## src/sv/crc16_command_frame_checker_core_assert.svh

```systemverilog
// ---------------------------------------------------------------------------
// crc16 command frame checker assertion macros
// concurrent check wrappers, compiled out for synthesis
// ---------------------------------------------------------------------------
`ifndef CRC16_COMMAND_FRAME_CHECKER_CORE_ASSERT_SVH
`define CRC16_COMMAND_FRAME_CHECKER_CORE_ASSERT_SVH

`ifndef SYNTHESIS

`define CRC16CFC_ASSERT_SAME(label, clk, rst_n, ante, cons) \
    label: assert property (@(posedge clk) disable iff (!rst_n) (ante) |-> (cons)) \
        else $error("crc16cfc assertion failed");

`define CRC16CFC_ASSERT_NEXT(label, clk, rst_n, ante, cons) \
    label: assert property (@(posedge clk) disable iff (!rst_n) (ante) |=> (cons)) \
        else $error("crc16cfc assertion failed");

`else

`define CRC16CFC_ASSERT_SAME(label, clk, rst_n, ante, cons)

`define CRC16CFC_ASSERT_NEXT(label, clk, rst_n, ante, cons)

`endif

`endif

```

## src/sv/crc16cfc_pkg.sv

```systemverilog
// ---------------------------------------------------------------------------
// crc16 command frame checker package
// shared widths, codes, result type and the crc byte update
// ---------------------------------------------------------------------------
package crc16cfc_pkg;

    localparam int FRAME_LEN_DEFAULT = 10;
    localparam int POS_W             = 4;
    localparam int CFG_IDX_W         = 2;
    localparam int CFG_DATA_W        = 8;

    localparam logic [15:0] CRC_POLY = 16'h8005;
    localparam logic [15:0] CRC_TOP  = 16'h8000;

    localparam logic [7:0] SYNC_FIRST_RESET  = 8'h1b;
    localparam logic [7:0] SYNC_SECOND_RESET = 8'h10;

    localparam logic [CFG_IDX_W-1:0] REG_SYNC_FIRST  = 2'd0;
    localparam logic [CFG_IDX_W-1:0] REG_SYNC_SECOND = 2'd1;

    localparam logic [1:0] STATUS_OK    = 2'd0;
    localparam logic [1:0] STATUS_SHORT = 2'd1;
    localparam logic [1:0] STATUS_SYNC  = 2'd2;
    localparam logic [1:0] STATUS_CRC   = 2'd3;

    typedef struct packed {
        logic [1:0] frame_status;
        logic [7:0] lead_byte;
        logic [7:0] command_code;
        logic [7:0] argument_byte;
    } result_t;

    function automatic logic [15:0] crc16_byte(input logic [15:0] acc, input logic [7:0] b);
        logic [15:0] c;
        c = acc ^ {b, 8'h00};
        for (int k = 0; k < 8; k++)
        begin
            if ((c & CRC_TOP) != 16'h0000)
            begin
                c = {c[14:0], 1'b0} ^ CRC_POLY;
            end
            else
            begin
                c = {c[14:0], 1'b0};
            end
        end
        return c;
    endfunction

endpackage

```

## src/sv/crc16cfc_in_if.sv

```systemverilog
// ---------------------------------------------------------------------------
// crc16 command frame checker input channel
// one received byte per word with its burst end flag
// ---------------------------------------------------------------------------
interface crc16cfc_in_if;
    logic       valid;
    logic       ready;
    logic [7:0] rx_byte;
    logic       burst_end;

    modport source (output valid, output rx_byte, output burst_end, input ready);
    modport sink   (input valid, input rx_byte, input burst_end, output ready);
endinterface

```

## src/sv/crc16cfc_out_if.sv

```systemverilog
// ---------------------------------------------------------------------------
// crc16 command frame checker output channel
// one frame report per word
// ---------------------------------------------------------------------------
interface crc16cfc_out_if;
    logic       valid;
    logic       ready;
    logic [1:0] frame_status;
    logic [7:0] lead_byte;
    logic [7:0] command_code;
    logic [7:0] argument_byte;

    modport source (output valid, output frame_status, output lead_byte,
                    output command_code, output argument_byte, input ready);
    modport sink   (input valid, input frame_status, input lead_byte,
                    input command_code, input argument_byte, output ready);
endinterface

```

## src/sv/crc16_command_frame_checker_core.sv

```systemverilog
// ---------------------------------------------------------------------------
// crc16 command frame checker core
// checks sync bytes and crc-16 of byte-serial command frames
// ---------------------------------------------------------------------------
// usage
//   in_ch carries one received byte per word plus a burst end flag; the
//   word with burst_end high closes the burst and produces one report.
//   out_ch carries the report: status, and frame bytes 2, 3 and 4.
//   bytes 0 and 1 are compared with the sync registers, the crc-16
//   (0x8005, zero start, msb first) runs over bytes 2 to FRAME_LEN-1,
//   bytes past FRAME_LEN are dropped. cfg_we / cfg_index / cfg_data write the
//   sync registers; the user must write them only while idle (not enforced).
// timing
//   one byte per cycle unless a report stalls; the crc byte update is xor
//   logic between the frame state registers. the report is valid in the
//   cycle after its last byte is accepted, held in one output register.
//   while a report waits on a low out_ch.ready, in_ch.ready is low; a
//   report taken in the same cycle frees room for the next byte at once.
// reset
//   rst_n clears the frame state and the output register, and loads the
//   sync registers with 0x1b and 0x10.
// ---------------------------------------------------------------------------
`include "crc16_command_frame_checker_core_assert.svh"

module crc16_command_frame_checker_core #(
    parameter int FRAME_LEN = crc16cfc_pkg::FRAME_LEN_DEFAULT
) (
    input  logic                                clk,
    input  logic                                rst_n,
    crc16cfc_in_if.sink                         in_ch,
    crc16cfc_out_if.source                      out_ch,
    input  logic                                cfg_we,
    input  logic [crc16cfc_pkg::CFG_IDX_W-1:0]  cfg_index,
    input  logic [crc16cfc_pkg::CFG_DATA_W-1:0] cfg_data
);

    localparam logic [crc16cfc_pkg::POS_W-1:0] FrameLenPos = crc16cfc_pkg::POS_W'(FRAME_LEN);

    logic [7:0]                     sync_first_reg;
    logic [7:0]                     sync_second_reg;

    logic [crc16cfc_pkg::POS_W-1:0] pos_reg,      pos_next,      pos_upd;
    logic [15:0]                    crc_reg,      crc_next,      crc_upd;
    logic                           mismatch_reg, mismatch_next, mismatch_upd;
    logic [7:0]                     cap_reg  [3];
    logic [7:0]                     cap_next [3];
    logic [7:0]                     cap_upd  [3];

    crc16cfc_pkg::result_t          out_reg, out_next;
    logic                           out_valid_reg, out_valid_next;

    logic                           in_take;
    logic                           last_take;
    logic [1:0]                     status;

    // config registers
    always_ff @(posedge clk or negedge rst_n)
    begin
        if (!rst_n)
        begin
            sync_first_reg  <= crc16cfc_pkg::SYNC_FIRST_RESET;
            sync_second_reg <= crc16cfc_pkg::SYNC_SECOND_RESET;
        end
        else if (cfg_we)
        begin
            if (cfg_index == crc16cfc_pkg::REG_SYNC_FIRST)
            begin
                sync_first_reg <= cfg_data[7:0];
            end
            else if (cfg_index == crc16cfc_pkg::REG_SYNC_SECOND)
            begin
                sync_second_reg <= cfg_data[7:0];
            end
        end
    end

    assign in_ch.ready = !out_valid_reg || out_ch.ready;
    assign in_take     = in_ch.valid && in_ch.ready;
    assign last_take   = in_take && in_ch.burst_end;

    // frame state update for the incoming word
    always_comb
    begin
        pos_upd      = pos_reg;
        crc_upd      = crc_reg;
        mismatch_upd = mismatch_reg;
        for (int i = 0; i < 3; i++)
        begin
            cap_upd[i] = cap_reg[i];
        end
        if (pos_reg < FrameLenPos)
        begin
            if (pos_reg == crc16cfc_pkg::POS_W'(0) && in_ch.rx_byte != sync_first_reg)
            begin
                mismatch_upd = 1'b1;
            end
            if (pos_reg == crc16cfc_pkg::POS_W'(1) && in_ch.rx_byte != sync_second_reg)
            begin
                mismatch_upd = 1'b1;
            end
            if (pos_reg >= crc16cfc_pkg::POS_W'(2))
            begin
                crc_upd = crc16cfc_pkg::crc16_byte(crc_reg, in_ch.rx_byte);
                if (pos_reg <= crc16cfc_pkg::POS_W'(4))
                begin
                    cap_upd[2'(pos_reg - crc16cfc_pkg::POS_W'(2))] = in_ch.rx_byte;
                end
            end
            pos_upd = pos_reg + crc16cfc_pkg::POS_W'(1);
        end
    end

    always_comb
    begin
        priority if (pos_upd < FrameLenPos)
        begin
            status = crc16cfc_pkg::STATUS_SHORT;
        end
        else if (mismatch_upd)
        begin
            status = crc16cfc_pkg::STATUS_SYNC;
        end
        else if (crc_upd != 16'h0000)
        begin
            status = crc16cfc_pkg::STATUS_CRC;
        end
        else
        begin
            status = crc16cfc_pkg::STATUS_OK;
        end
    end

    // next state and report register
    always_comb
    begin
        pos_next       = pos_reg;
        crc_next       = crc_reg;
        mismatch_next  = mismatch_reg;
        for (int i = 0; i < 3; i++)
        begin
            cap_next[i] = cap_reg[i];
        end
        out_next       = out_reg;
        out_valid_next = out_valid_reg && !out_ch.ready;
        if (in_take)
        begin
            if (in_ch.burst_end)
            begin
                pos_next      = '0;
                crc_next      = '0;
                mismatch_next = 1'b0;
                for (int i = 0; i < 3; i++)
                begin
                    cap_next[i] = '0;
                end
                out_next.frame_status  = status;
                out_next.lead_byte     = cap_upd[0];
                out_next.command_code  = cap_upd[1];
                out_next.argument_byte = cap_upd[2];
                out_valid_next         = 1'b1;
            end
            else
            begin
                pos_next      = pos_upd;
                crc_next      = crc_upd;
                mismatch_next = mismatch_upd;
                for (int i = 0; i < 3; i++)
                begin
                    cap_next[i] = cap_upd[i];
                end
            end
        end
    end

    always_ff @(posedge clk or negedge rst_n)
    begin
        if (!rst_n)
        begin
            pos_reg       <= '0;
            crc_reg       <= '0;
            mismatch_reg  <= 1'b0;
            for (int i = 0; i < 3; i++)
            begin
                cap_reg[i] <= '0;
            end
            out_reg       <= '0;
            out_valid_reg <= 1'b0;
        end
        else
        begin
            pos_reg       <= pos_next;
            crc_reg       <= crc_next;
            mismatch_reg  <= mismatch_next;
            for (int i = 0; i < 3; i++)
            begin
                cap_reg[i] <= cap_next[i];
            end
            out_reg       <= out_next;
            out_valid_reg <= out_valid_next;
        end
    end

    assign out_ch.valid         = out_valid_reg;
    assign out_ch.frame_status  = out_reg.frame_status;
    assign out_ch.lead_byte     = out_reg.lead_byte;
    assign out_ch.command_code  = out_reg.command_code;
    assign out_ch.argument_byte = out_reg.argument_byte;

    // checks
    `CRC16CFC_ASSERT_SAME(a_pos_saturates, clk, rst_n, 1'b1, pos_reg <= FrameLenPos)
    `CRC16CFC_ASSERT_NEXT(a_burst_end_clears, clk, rst_n, last_take,
                          pos_reg == '0 && crc_reg == 16'h0000 && !mismatch_reg)
    `CRC16CFC_ASSERT_NEXT(a_burst_end_reports, clk, rst_n, last_take, out_valid_reg)
    `CRC16CFC_ASSERT_SAME(a_stall_blocks_input, clk, rst_n,
                          out_valid_reg && !out_ch.ready, !in_ch.ready)
    `CRC16CFC_ASSERT_SAME(a_short_before_full, clk, rst_n,
                          last_take && pos_upd < FrameLenPos,
                          status == crc16cfc_pkg::STATUS_SHORT)

endmodule
```

## src/flat_wrapper.sv

```systemverilog
// flat-port wrapper written by rule: the top's interface ports become plain ports
module crc16_command_frame_checker_core_flat 
#(
    parameter int FRAME_LEN = crc16cfc_pkg::FRAME_LEN_DEFAULT
)
  (clk, rst_n, cfg_we, cfg_index, cfg_data, in_ch_valid, in_ch_rx_byte, in_ch_burst_end, in_ch_ready, out_ch_valid, out_ch_frame_status, out_ch_lead_byte, out_ch_command_code, out_ch_argument_byte, out_ch_ready);
  crc16cfc_in_if in_ch_i ();
  crc16cfc_out_if out_ch_i ();
  input  logic clk;
  input  logic rst_n;
  input  logic cfg_we;
  input  logic [crc16cfc_pkg::CFG_IDX_W-1:0] cfg_index;
  input  logic [crc16cfc_pkg::CFG_DATA_W-1:0] cfg_data;
  input wire logic [$bits(in_ch_i.valid)-1:0] in_ch_valid;
  input wire logic [$bits(in_ch_i.rx_byte)-1:0] in_ch_rx_byte;
  input wire logic [$bits(in_ch_i.burst_end)-1:0] in_ch_burst_end;
  output wire logic [$bits(in_ch_i.ready)-1:0] in_ch_ready;
  output wire logic [$bits(out_ch_i.valid)-1:0] out_ch_valid;
  output wire logic [$bits(out_ch_i.frame_status)-1:0] out_ch_frame_status;
  output wire logic [$bits(out_ch_i.lead_byte)-1:0] out_ch_lead_byte;
  output wire logic [$bits(out_ch_i.command_code)-1:0] out_ch_command_code;
  output wire logic [$bits(out_ch_i.argument_byte)-1:0] out_ch_argument_byte;
  input wire logic [$bits(out_ch_i.ready)-1:0] out_ch_ready;
  assign in_ch_i.valid = in_ch_valid;
  assign in_ch_i.rx_byte = in_ch_rx_byte;
  assign in_ch_i.burst_end = in_ch_burst_end;
  assign in_ch_ready = in_ch_i.ready;
  assign out_ch_valid = out_ch_i.valid;
  assign out_ch_frame_status = out_ch_i.frame_status;
  assign out_ch_lead_byte = out_ch_i.lead_byte;
  assign out_ch_command_code = out_ch_i.command_code;
  assign out_ch_argument_byte = out_ch_i.argument_byte;
  assign out_ch_i.ready = out_ch_ready;
  crc16_command_frame_checker_core #(.FRAME_LEN(FRAME_LEN)) u_core (.clk(clk), .rst_n(rst_n), .in_ch(in_ch_i), .out_ch(out_ch_i), .cfg_we(cfg_we), .cfg_index(cfg_index), .cfg_data(cfg_data));
endmodule
```

## config.mk

```make
export PLATFORM = sky130hd
export DESIGN_NAME = crc16_command_frame_checker_core_flat
export DESIGN_NICKNAME = d
export VERILOG_FILES = /design/src/sv/crc16cfc_pkg.sv /design/src/sv/crc16cfc_in_if.sv /design/src/sv/crc16cfc_out_if.sv /design/src/sv/crc16_command_frame_checker_core.sv /design/src/flat_wrapper.sv
export VERILOG_INCLUDE_DIRS = /design/src /design/src/sv
export SDC_FILE = /design/constraint.sdc
export NUM_CORES = 1
export LEC_CHECK = 0
export BUFFER_PORTS_ARGS = -buffer_cell sky130_fd_sc_hd__clkbuf_2
export CAP_MARGIN = 20
export CORE_ASPECT_RATIO = 1.25
export CORE_MARGIN = 1
export CORE_UTILIZATION = 58
export CTS_CLUSTER_SIZE = 14
export DETAILED_ROUTE_END_ITERATION = 7
export GPL_TIMING_DRIVEN = 0
export HOLD_SLACK_MARGIN = 0.12
export PLACE_DENSITY = 0.79
export SLEW_MARGIN = 25
export SYNTH_ARGS = -nofsm -noshare
export SYNTH_HDL_FRONTEND = slang
export SYNTH_SLANG_ARGS = --single-unit
```

## constraint.sdc

```tcl
create_clock -name clk -period 2.6 [get_ports clk]
set_input_delay 0.52 -clock clk [delete_from_list [all_inputs] [get_ports clk]]
set_output_delay 0.52 -clock clk [all_outputs]
set_load 0.02 [all_outputs]
```

==> impl_results.md, run 1 <==
- Outcome: completed
- GR Overflow Total: 0
- Worst r2r dst: u_core.cap_reg[15]
- Fin crit period: around 2400 ps
- Final setup vio count: 0
- Routability congestion estimate: 0.880
- Final wirelength: roughly 10 mm
- Max IR drop VDD: roughly 0.57 mV
- Max FFs per register: 24
- Synth Register Bits: ~90
- Global-route wire length before repair: approximately 16 mm
- Clock transition at path regs: approximately 100 ps
- Slew of the pin with the lowest slew margin: about 700 ps
- Syn avg cell area: ~11 um^2
- Placed insts: between 500 and 600
- Area Growth Syn to Fin: 12.3%
- Setup Skew: 12.9 ps
- Gr usage total: 0.273
- Clock tree buffer depth: 2
- Fin nets: ~500
- Root Buffer: clkbuf_8
- Fill count: just under 600
- Crit path max-delay family: simple AND/OR/NAND/NOR gates
- TritonCTS Buffers: 9
- Sequential-to-total area share from yosys stat: 0.487
- Final Hold Vio Count: 0
- CP required: 2880 ps
- Critical path's slowest cell: dfrtp_1
- Die area: between 8000 and 9000 um^2
- Worst Path Arrival: roughly 2700 ps
- CP max FO: 10
- # hold bufs at CTS: 0
- Yosys cell types: 50
- Max Slew Vio Count: 0
- Routed vias/inst: slightly below 6
- Main combinational cell family by area after synthesis: compound AO/OA/AOI/OAI gates
- Post-synthesis simple-gate area fraction: 0.106
- FP Rows: 35
- Synth Area in Compound Gates: 0.159
- Max Freq: roughly 0.41 GHz
- Initial antenna violation count: 0
- Clk sinks: 88
- Final worst path period share: 0.932
- Worst-Skew Late Latency: around 380 ps
- Gate Count Post-Synth: between 400 and 500
- Asr flop ratio synth: 1.00
- CTS tree: done
- Xor-xnor portion of the synthesized cell area: 0.106
- Commonest non-fill, non-tap cells in the layout: 83 x dfrtp_1, 44 x nand2_1, 42 x clkbuf_2
- Pwr Density: around 900 nW/um^2
- Placed wire-length estimate: slightly above 7 mm
- Setup TNS: 0 ps
- Number of global-route vias before repair: around 3200
- Drt wl/cell: 18.1 um
- DR iter-0 viols: 240
- H-tree levels: 3
- Mux contribution to synthesized area: 0.0976
- Setup CP Type: reg -> reg
- Largest net degree at the start of global routing: 89
- Final Non-Filler Cells: 564
- Die Ht: slightly above 100 um
- Die X: ~81 um
- DRC Markers: 0
- Static leakage: roughly 2.3 nW
- Crit-path cells: inv_1, ha_1, or2_2, o21ai_0, nor3b_1, buf_2, and2_1, clkbuf_1, a22o_1
- Core ar.: ~7500 um^2
- Post-Syn Nets: 441
- RSZ-0062 raised after global routing: false
- Relative slew slack: 0.527
- Synth warnings: 0
- FF-to-FF path depth: 9
- Min-Delay Path Class: in -> async
- Syn Std Cell Area: 4540 um^2
- Synth Area in Adders: 0.0110
- # Post-CTS Setup Buffers: 0
- EDFF count, synth: 0
- Vias: around 3300
- First-pass detailed-route iteration total: 4
- Crit start category: flip-flop
- Buf/Inv on CP: 3
- FF-to-FF setup slack: ~180 ps
- Commonest non-fill, non-tap cell in the layout: dfrtp_1
- Max Cap Viol: 0
- Worst Setup End Kind: flip-flop
- Worst path max stage delay: approximately 450 ps
- Post-DRT Antenna Nets: 0
- Reg2reg start: u_core.pos_reg[0]
- Initial Util: 0.606
- N_diodes: 0
- Synth Flop Type: dfrtp_1
- Port bufs: between 40 and 50
- Ports: 52
- Layout cells sized above 1: 0.235
worst max path at each step:
stage,start,to,cells past startpoint
3_3_place_gp,rst_n,u_core.sync_first_reg[6],1
5_1_grt,u_core.pos_reg[0],u_core.cap_reg[4],9
6_report,u_core.pos_reg[0],u_core.cap_reg[15],9
2_1_floorplan,u_core.pos_reg[0],u_core.cap_reg[15],9
4_1_cts,u_core.pos_reg[0],u_core.crc_reg[14],7
3_5_place_dp,u_core.pos_reg[0],u_core.crc_reg[14],7
area by class of cell:
cell class / count / area (um^2) / area share
multi-input cells: 295 / 2200 / 0.432
plain buffers: 26 / 136 / 0.0268
inverters: 4 / 15.0 / 0.00295
repair buffers: 43 / 224 / 0.0440
clock inverters: 7 / 72.6 / 0.0142
clock buffers: 9 / 124 / 0.0243
flip-flops and latches: 88 / 2210 / 0.433
well taps: 92 / 115 / 0.0226
what timing repair did:
action	in CTS	in global routing
gates resized for setup	0	4
endpoints found under the hold margin	0	0
endpoints found under the setup margin	0	27
per-stage QoR:
stage               setup slack (ps)  power, mW   util  hold slack [ps]  area, um^2
floorplan                        450       3.24      -              224        4540
global placement                77.2       3.63  0.650              463        4870
detailed placement               118       3.69  0.652              470        4880
CTS                              101       4.63  0.678              219        5080
global route                    20.4       4.88  0.680              237        5090
finish                           176       4.62  0.680              167        5090
synth_stat cells, drive strengths merged (3+ instances only):
| master | n | share of area |
|---|---|---|
| dfrtp | 83 | 0.46 |
| nand2 | 44 | 0.036 |
| o21ai | 40 | 0.044 |
| mux2i | 25 | 0.058 |
| a22o | 23 | 0.044 |
| nor2 | 23 | 0.020 |
| xnor2 | 23 | 0.064 |
| a21oi | 19 | 0.021 |
| mux2 | 16 | 0.040 |
| buf | 13 | 0.019 |
| clkbuf | 13 | 0.011 |
| xor2 | 13 | 0.027 |
| a22oi | 12 | 0.020 |
| nor2b | 8 | 0.011 |
| dfstp | 5 | 0.029 |
| ha | 4 | 0.011 |
| inv | 4 | 0.0033 |
| nand4 | 4 | 0.0055 |
| nor4 | 4 | 0.0055 |
| and2 | 3 | 0.0041 |
| nand3 | 3 | 0.0033 |
| nand3b | 3 | 0.0050 |
| nor3b | 3 | 0.0050 |
| xnor3 | 3 | 0.015 |
per-layer routing:
layer	wire length (um)	up-vias	track usage
li1	-	1581	-
met1	4610	1654	0.376
met5	0	-	0
met4	182	0	0.107
met3	443	14	0.0362
met2	4970	91	0.435
where the power goes:
part | switching [mW] | internal (mW) | total, mW
combinational | 0.963 | 0.814 | 1.78
clock | 0.557 | 0.377 | 0.934
sequential | 0.248 | 1.66 | 1.91
logic make-up after synthesis:
family,count (synthesis)
adder cells (fa/ha/maj),4
XOR/XNOR,39
AND/OR/NAND/NOR,103
flip-flops,88
buffers and inverters,30
AO/OA/AOI/OAI,108
multiplexers,41
Power figures use the tool's default switching activity.
==> run 2: changes to the inputs <==
--- a/config.mk
+++ b/config.mk
@@ -8,14 +8,16 @@
 export LEC_CHECK = 0
 export BUFFER_PORTS_ARGS = -buffer_cell sky130_fd_sc_hd__clkbuf_2
 export CAP_MARGIN = 20
+export CELL_PAD_IN_SITES_DETAIL_PLACEMENT = 1
+export CELL_PAD_IN_SITES_GLOBAL_PLACEMENT = 2
 export CORE_ASPECT_RATIO = 1.25
 export CORE_MARGIN = 1
-export CORE_UTILIZATION = 58
-export CTS_CLUSTER_SIZE = 14
+export CORE_UTILIZATION = 38
+export CTS_CLUSTER_SIZE = 40
 export DETAILED_ROUTE_END_ITERATION = 7
 export GPL_TIMING_DRIVEN = 0
 export HOLD_SLACK_MARGIN = 0.12
-export PLACE_DENSITY = 0.79
+export PLACE_DENSITY_LB_ADDON = 0.1
 export SLEW_MARGIN = 25
 export SYNTH_ARGS = -nofsm -noshare
 export SYNTH_HDL_FRONTEND = slang
==> run 2 against run 1 <==
Effect of this change:
- sequential cell count did not move
- core utilization fell by 22 points
- via count fell by 1.5%
- total power rose by 11%
- critical path depth fell by 2
- register-to-register slack got worse by 130 ps
- hold slack improved by 260 ps
- first-iteration DRC count fell by 48%
- global-route usage fell by 6.8 points
- combinational power barely moved
- clock skew fell by 8.0 ps
- setup slack got worse by 130 ps
==> impl_results.md, run 2 (synthesis gave the netlist of run 1 again) <==
- Die X: 99.7 um (+23%)
- CTS tree: done
- Placed wire-length estimate: 8.55 mm (+19%)
- Gr usage total: 0.205 (-0.0678)
- Pwr Density: 957 nW/um^2 (+5.6%)
- First-pass detailed-route iteration total: 4 (unchanged)
- H-tree levels: 3 (unchanged)
- Final worst path period share: 0.981 (+0.0486)
- Global-route wire length before repair: 19.0 mm (+17%)
- Worst hold slack: 430 ps (+263 ps)
- Post-DRT Antenna Nets: 0 (unchanged)
- Area Growth Syn to Fin: 17.7%
- # Post-CTS Setup Buffers: 0 (unchanged)
- RSZ-0062 raised after global routing: false
- Final setup vio count: 0 (unchanged)
- FP Rows: 44 (+26%)
- Worst Setup End Kind: flip-flop
- Initial Util: 0.391 (-0.215)
- Final Hold Vio Count: 0 (unchanged)
- Vias: 3290 (-1.5%)
- Max FFs per register: 24 (unchanged)
- Setup Skew: 4.87 ps (-7.99 ps)
- Ports: 52 (unchanged)
- Die area: 12400 um^2 (+51%)
- Max Slew Vio Count: 0 (unchanged)
- TritonCTS Buffers: 9 (unchanged)
- Worst-Skew Late Latency: 340 ps (-40 ps)
- Commonest non-fill, non-tap cells in the layout: 82 x dfrtp_1, 44 x nand2_1, 42 x clkbuf_2
- Static leakage: 2.37 nW (+3.0%)
- Port bufs: 43 (unchanged)
- Max Cap Viol: 0 (unchanged)
- Die Ht: 124 um (+23%)
- Layout cells sized above 1: 0.232 (-0.00310)
- Placed insts: 618 (+13%)
- Commonest non-fill, non-tap cell in the layout: dfrtp_1
- Int Power: 3.35 mW (+18%)
- Drt wl/cell: 18.8 um (+3.7%)
- Max Freq: 0.392 GHz (-5.0%)
- Initial antenna violation count: 0 (unchanged)
- Fin crit period: 2550 ps (+126 ps)
- Outcome: completed
- Worst Path Arrival: 2750 ps (+50 ps)
- DRC Markers: 0 (unchanged)
- Routability congestion estimate: 0.790 (-10%)
- Routed vias/inst: 5.18 (-13%)
- Setup CP Type: reg -> reg
- Crit-path cells: buf_2, o21ai_0, o31a_1, nand3_1, o41ai_2, and3_1, a221oi_2
- Crit start category: flip-flop
- Relative slew slack: 0.502 (-0.0252)
- Number of global-route vias before repair: 3340 (+2.8%)
- Fin nets: 497 (+0.40%)
- Clock transition at path regs: 60 ps (-40 ps)
- Fin util: 0.460 (-0.221)
- Reg power frac: 0.376 (-0.037)
- Max IR drop VDD: 0.407 mV (-29%)
- CP max FO: 10 (unchanged)
- Clock tree buffer depth: 2 (unchanged)
- Slew of the pin with the lowest slew margin: 739 ps (+33.1 ps)
- Net Switching: 1.76 mW (-0.64%)
- CP required: 2790 ps (-90 ps)
- Clock power frac: 0.274 (+0.072)
- Min-Delay Path Class: in -> reg
- Worst path max stage delay: 620 ps (+170 ps)
- Core ar.: 11600 um^2 (+55%)
- Root Buffer: clkbuf_16
- Final Non-Filler Cells: 635 (+13%)
- Net switching fraction of the power: 0.344 (-0.0391)
- Crit path max-delay family: compound AO/OA/AOI/OAI gates
- Logic pwr share: 0.350 (-0.035)
- N_diodes: 0 (unchanged)
- Clk sinks: 88 (unchanged)
- Final wirelength: 11.9 mm (+17%)
- GR Overflow Total: 0 (unchanged)
- DR iter-0 viols: 126 (-48%)
- Buf/Inv on CP: 1 (-2)
- Critical path's slowest cell: o21ai_0
- Largest net degree at the start of global routing: 73 (-18%)
run 2: final timing paths:
kind / endpoint / slack [ps] / cells past startpoint / from
worst max-delay path: u_core.out_ch.frame_status[0] / 50 / 7 / u_core.pos_reg[2]
worst min-delay path: u_core.sync_second_reg[3] / 430 / 2 / cfg_data[3]
worst max register to register: u_core.out_ch.frame_status[0] / 50 / 7 / u_core.pos_reg[2]
worst min register to register: u_core.out_ch.argument_byte[7] / 480 / 2 / u_core.out_ch.argument_byte[7]
max in group asynchronous: u_core.sync_first_reg[1] / 1360 / 3 / rst_n
min in group asynchronous: u_core.out_ch.valid / 600 / 2 / rst_n
run 2: routing by layer:
layer	wire, um	vias to the layer above	part of all wire	GRT usage
met5	0	-	0	0
met2	5520	49	0.46	0.324
li1	-	1585	-	-
met3	269	10	0.023	0.0275
met1	6010	1646	0.50	0.295
met4	129	0	0.011	0.0551
run 2: cell type report:
class | count | area, um^2
buffer | 26 | 136
clock buffer | 13 | 250
clock inverter | 3 | 67.6
fill | 1275 | 6270
inverter | 4 | 15.0
multi-input combinational | 295 | 2200
sequential | 88 | 2210
tap | 161 | 201
timing repair buffer | 45 | 262
run 2: timing repair:
| item | 4_1_cts | 5_1_grt |
|---|---|---|
| gates cloned | 0 | 0 |
| resized for setup | 2 | 3 |
| hold buffers | 1 | 0 |
| endpoints found under the setup margin | 15 | 25 |
| endpoints found under the hold margin | 16 | 0 |
run 2: stage by stage:
step	instance area, um^2	setup WS [ps]	setup TNS (ps)	power (mW)
after floorplan	4540	450	0	3.24
after detailed placement	5000	-20.8	-84.8	3.73
after CTS	5340	58.9	0	5.17
after global routing	5340	4.15	0	5.40
after global placement	4950	-103	-7800	3.68
final	5340	49.2	0	5.11
run 2: power groups by stage:
stage	combinational, mW	sequential, mW	clock [mW]
final	1.79	1.92	1.40
after global routing	1.95	1.96	1.48
after CTS	1.81	1.92	1.44
after detailed placement	1.79	1.95	0
after global placement	1.75	1.93	0
after floorplan	1.27	1.97	0
==> run 3: changes to the inputs <==
--- a/config.mk
+++ b/config.mk
@@ -6,13 +6,14 @@
 export SDC_FILE = /design/constraint.sdc
 export NUM_CORES = 1
 export LEC_CHECK = 0
+export ABC_AREA = 1
 export BUFFER_PORTS_ARGS = -buffer_cell sky130_fd_sc_hd__clkbuf_2
 export CAP_MARGIN = 20
 export CELL_PAD_IN_SITES_DETAIL_PLACEMENT = 1
 export CELL_PAD_IN_SITES_GLOBAL_PLACEMENT = 2
 export CORE_ASPECT_RATIO = 1.25
 export CORE_MARGIN = 1
-export CORE_UTILIZATION = 38
+export CORE_UTILIZATION = 34
 export CTS_CLUSTER_SIZE = 40
 export DETAILED_ROUTE_END_ITERATION = 7
 export GPL_TIMING_DRIVEN = 0
==> run 3 against run 2 <==
Effect of this change:
- total power rose by 3.3%
- sequential share of layout area increased by 0.73 points
- clock power rose by 4%
- via count rose by 20%
- critical path depth grew 10
- first-iteration DRC count decreased by 21%
- combinational power up 6%
- area after synthesis fell by 2.7%
- global-route usage increased by 0.72 points
- fmax rose by 9.5%
- critical path type unchanged
- largest cell class unchanged
- largest power group unchanged
==> impl_results.md, run 3 <==
- FP Rows: 46 (+4.5%)
- Crit-path cells: inv_1, ha_1, inv_1, nand3_2, nand2_4, inv_2, buf_2, nand2_1, o21ai_1, nor2_1, nand3_1, nor2_1, nand2_1, nor2_2, nand3_1, nand2_1, nand2_1
- FF-to-FF setup slack: 270 ps (+220 ps)
- Worst-Skew Late Latency: 350 ps (about the same)
- First-pass detailed-route iteration total: 4 (unchanged)
- Asr flop ratio synth: 1.00 (unchanged)
- Commonest non-fill, non-tap cell in the layout: nand2_1
- Area occupied by multi-input gates: 1850 um^2 (-16%)
- Placed insts: 775 (+25%)
- Worst path max stage delay: 420 ps (-200 ps)
- Root Buffer: clkbuf_16
- Critical path's slowest cell: dfrtp_2
- Gr usage total: 0.212 (+0.00720)
- H-tree levels: 3 (unchanged)
- Max Cap Viol: 0 (unchanged)
- N_diodes: 0 (unchanged)
- Reg2reg start: u_core.pos_reg[0]
- Max IR drop VDD: 0.398 mV (-2.2%)
- Fin nets: 647 (+30%)
- Post-Syn Nets: 585 (+33%)
- Worst hold slack: 396 ps (-33.8 ps)
- Static leakage: 2.61 nW (+10%)
- Synth Flop Type: dfrtp_1
- Routed vias/inst: 4.98 (-3.9%)
- Yosys cell types: 32 (-36%)
- FF-to-FF path depth: 17 (+10)
- Number of global-route vias before repair: 4051 (+21%)
- Final setup vio count: 0 (unchanged)
- Register area: 2210 um^2 (unchanged)
- Yosys top cell by area: dfrtp_1
- Die Ht: 129 um (+4.2%)
- Slew of the pin with the lowest slew margin: 699 ps (-39.9 ps)
- Hold Crit Endpoint: u_core.sync_first_reg[1]
- Worst Setup End Kind: flip-flop
- Outcome: completed
- Setup CP Type: reg -> reg
- Largest net degree at the start of global routing: 62 (-15%)
- Port bufs: 49 (+14%)
- Final worst path period share: 0.896 (-0.0852)
- Final wirelength: 13.5 mm (+13%)
- Initial antenna violation count: 0 (unchanged)
- Crit start category: flip-flop
- CP max FO: 10 (unchanged)
- Sequential-to-total area share from yosys stat: 0.500 (+0.0134)
- Min-Delay Path Class: in -> reg
- CTS tree: done
- Fin crit period: 2330 ps (-222 ps)
- Placed wire-length estimate: 9.78 mm (+14%)
- Clock tree buffer depth: 2 (unchanged)
- Core ar.: 12700 um^2 (+9.0%)
- Area Growth Syn to Fin: 18.8%
- Top-count cell post-synth: nand2_1
- Cell area after layout: 5250 um^2 (-1.7%)
- Clk sinks: 88 (unchanged)
- Post-synth top cells: 173 x nand2_1, 83 x dfrtp_1, 59 x inv_1, 57 x o21ai_0, 39 x o21ai_1
- Die area: 13500 um^2 (+8.6%)
- Final Non-Filler Cells: 792 (+25%)
- Commonest non-fill, non-tap cells in the layout: 173 x nand2_1, 82 x dfrtp_1, 59 x inv_1
- Final Hold Vio Count: 0 (unchanged)
- Gate Count Post-Synth: 557 (+35%)
- Die X: 104 um (+4.2%)
- Layout cells sized above 1: 0.165 (-0.0670)
- Largest cells by area after synthesis: dfrtp_1 47%, nand2_1 15%, o21ai_0 6.5%
- Drt wl/cell: 17.0 um (-9.5%)
- DRC Markers: 0 (unchanged)
- Post-DP Area: 4910 um^2 (-1.8%)
- RSZ-0062 raised after global routing: false
- GR Overflow Total: 0 (unchanged)
- Hold Crit Depth: 3 (+1)
- Pwr Density: 1010 nW/um^2 (+5.2%)
- Synth warnings: 0 (unchanged)
- Power consumption: 5.28 mW (+3.3%)
- Fill count: 1586 (+24%)
- Syn avg cell area: 7.93 um^2 (-28%)
- Top-area cell type share of the netlist area: 0.470 (+0.0126)
- Routability congestion estimate: 0.802 (+1.6%)
- Worst Min Path Start: cfg_data[1]
- CP required: 2840 ps (+50 ps)
- Relative slew slack: 0.534 (+0.0318)
- Global-route wire length before repair: 21.8 mm (+15%)
- Syn Std Cell Area: 4420 um^2 (-2.7%)
- Worst Path Arrival: 2570 ps (-180 ps)
- TritonCTS Buffers: 9 (unchanged)
- Setup TNS: 0 ps (unchanged)
- Worst r2r dst: u_core.out_ch.frame_status[1]
- Max Slew Vio Count: 0 (unchanged)
- Post-DRT Antenna Nets: 0 (unchanged)
- Setup Skew: 10.1 ps (+5.20 ps)
- # Post-CTS Setup Buffers: 0 (unchanged)
- DR iter-0 viols: 100 (-21%)
- Clock transition at path regs: 70 ps (about the same)
- Top cell by count, worst path: nand2_1
- Initial Util: 0.349 (-0.0419)
- Max FFs per register: 24 (unchanged)
- Vias: 3942 (+20%)
- Max Freq: 0.429 GHz (+9.5%)
- Ports: 52 (unchanged)
- Synth Register Bits: 88 (unchanged)
- EDFF count, synth: 0 (unchanged)
[run 3: cell types whose count changed in the layout (fill, tap and decap cells not counted), moves of 23 or more]
cell	delta
o22ai_1	+25
nand2_1	+129
inv_1	+55
a22o_1	-23
o21ai_1	+37
mux2i_1	-24
[run 3: cells by family (layout without fill, tap and decap cells)]
family                     Yosys count  after routing  share of synthesized area
adders and majority gates            4              4                     0.0113
xor gates and xnor gates            15             15                     0.0314
and+or+nand+nor                    230            230                      0.217
buffers and inverters               90            157                     0.0819
AOI/OAI and AO/OA                  130            130                      0.158
DFF                                 88             88                      0.500
[run 3: where the power goes]
group	switching, mW	total (mW)	internal [mW]	leakage (nW)
registers	0.209	1.92	1.71	1.15
clock network	0.591	1.46	0.873	0.159
logic	1.25	1.89	0.649	1.30
total	2.05	5.28	3.24	2.61
[run 3: critical path, delay by kind of cell, from the launching register on]
family / cells / cell delay (ps)
buffers and inverters: 4 / 410
adders and majority gates: 1 / 200
and+or+nand+nor: 11 / 1110
DFF: 1 / 420
AOI/OAI and AO/OA: 1 / 80
[run 3: metrics by stage]
step | util | worst slack (ps)
detailed placement | 0.388 | -9.15
CTS | 0.414 | 200
floorplan | - | 647
global route | 0.415 | 4.33
finish | 0.415 | 271
global placement | 0.385 | -162
[run 3: layout make-up]
class,count,share of cell area
inverter,67,0.0479
tap,168,0.0400
clock buffer,10,0.0455
buffer,23,0.0210
clock inverter,6,0.0172
multi-input combinational,379,0.352
timing repair buffer,51,0.0555
sequential,88,0.421
[run 3: worst max path at each step]
stage,end,slack [ps],cells after the start,startpoint
final,u_core.out_ch.frame_status[1],270,17,u_core.pos_reg[0]
after global routing,u_core.out_ch.frame_status[1],4,17,u_core.pos_reg[0]
after CTS,u_core.out_ch.frame_status[1],200,17,u_core.pos_reg[0]
after detailed placement,u_core.cap_reg[13],-9,9,out_ch_ready
after global placement,u_core.crc_reg[1],-160,1,rst_n
after floorplan,u_core.out_ch.frame_status[1],650,15,in_ch_rx_byte[5]
[run 3: repair_timing]
action,4_1_cts,5_1_grt
gates resized for setup,0,1
setup endpoints to repair,0,1
hold endpoints to repair,22,0
hold buffers,1,0
[run 3: routing by layer]
metal  vias up  share of wire  global-route usage  routed length (um)
li1       1933              -                   -                   -
met1      1943           0.47               0.272                6260
met2        53           0.50               0.373                6670
met3        13          0.024              0.0277                 321
met4         0          0.015              0.0672                 204
met5         -              0                   0                   0
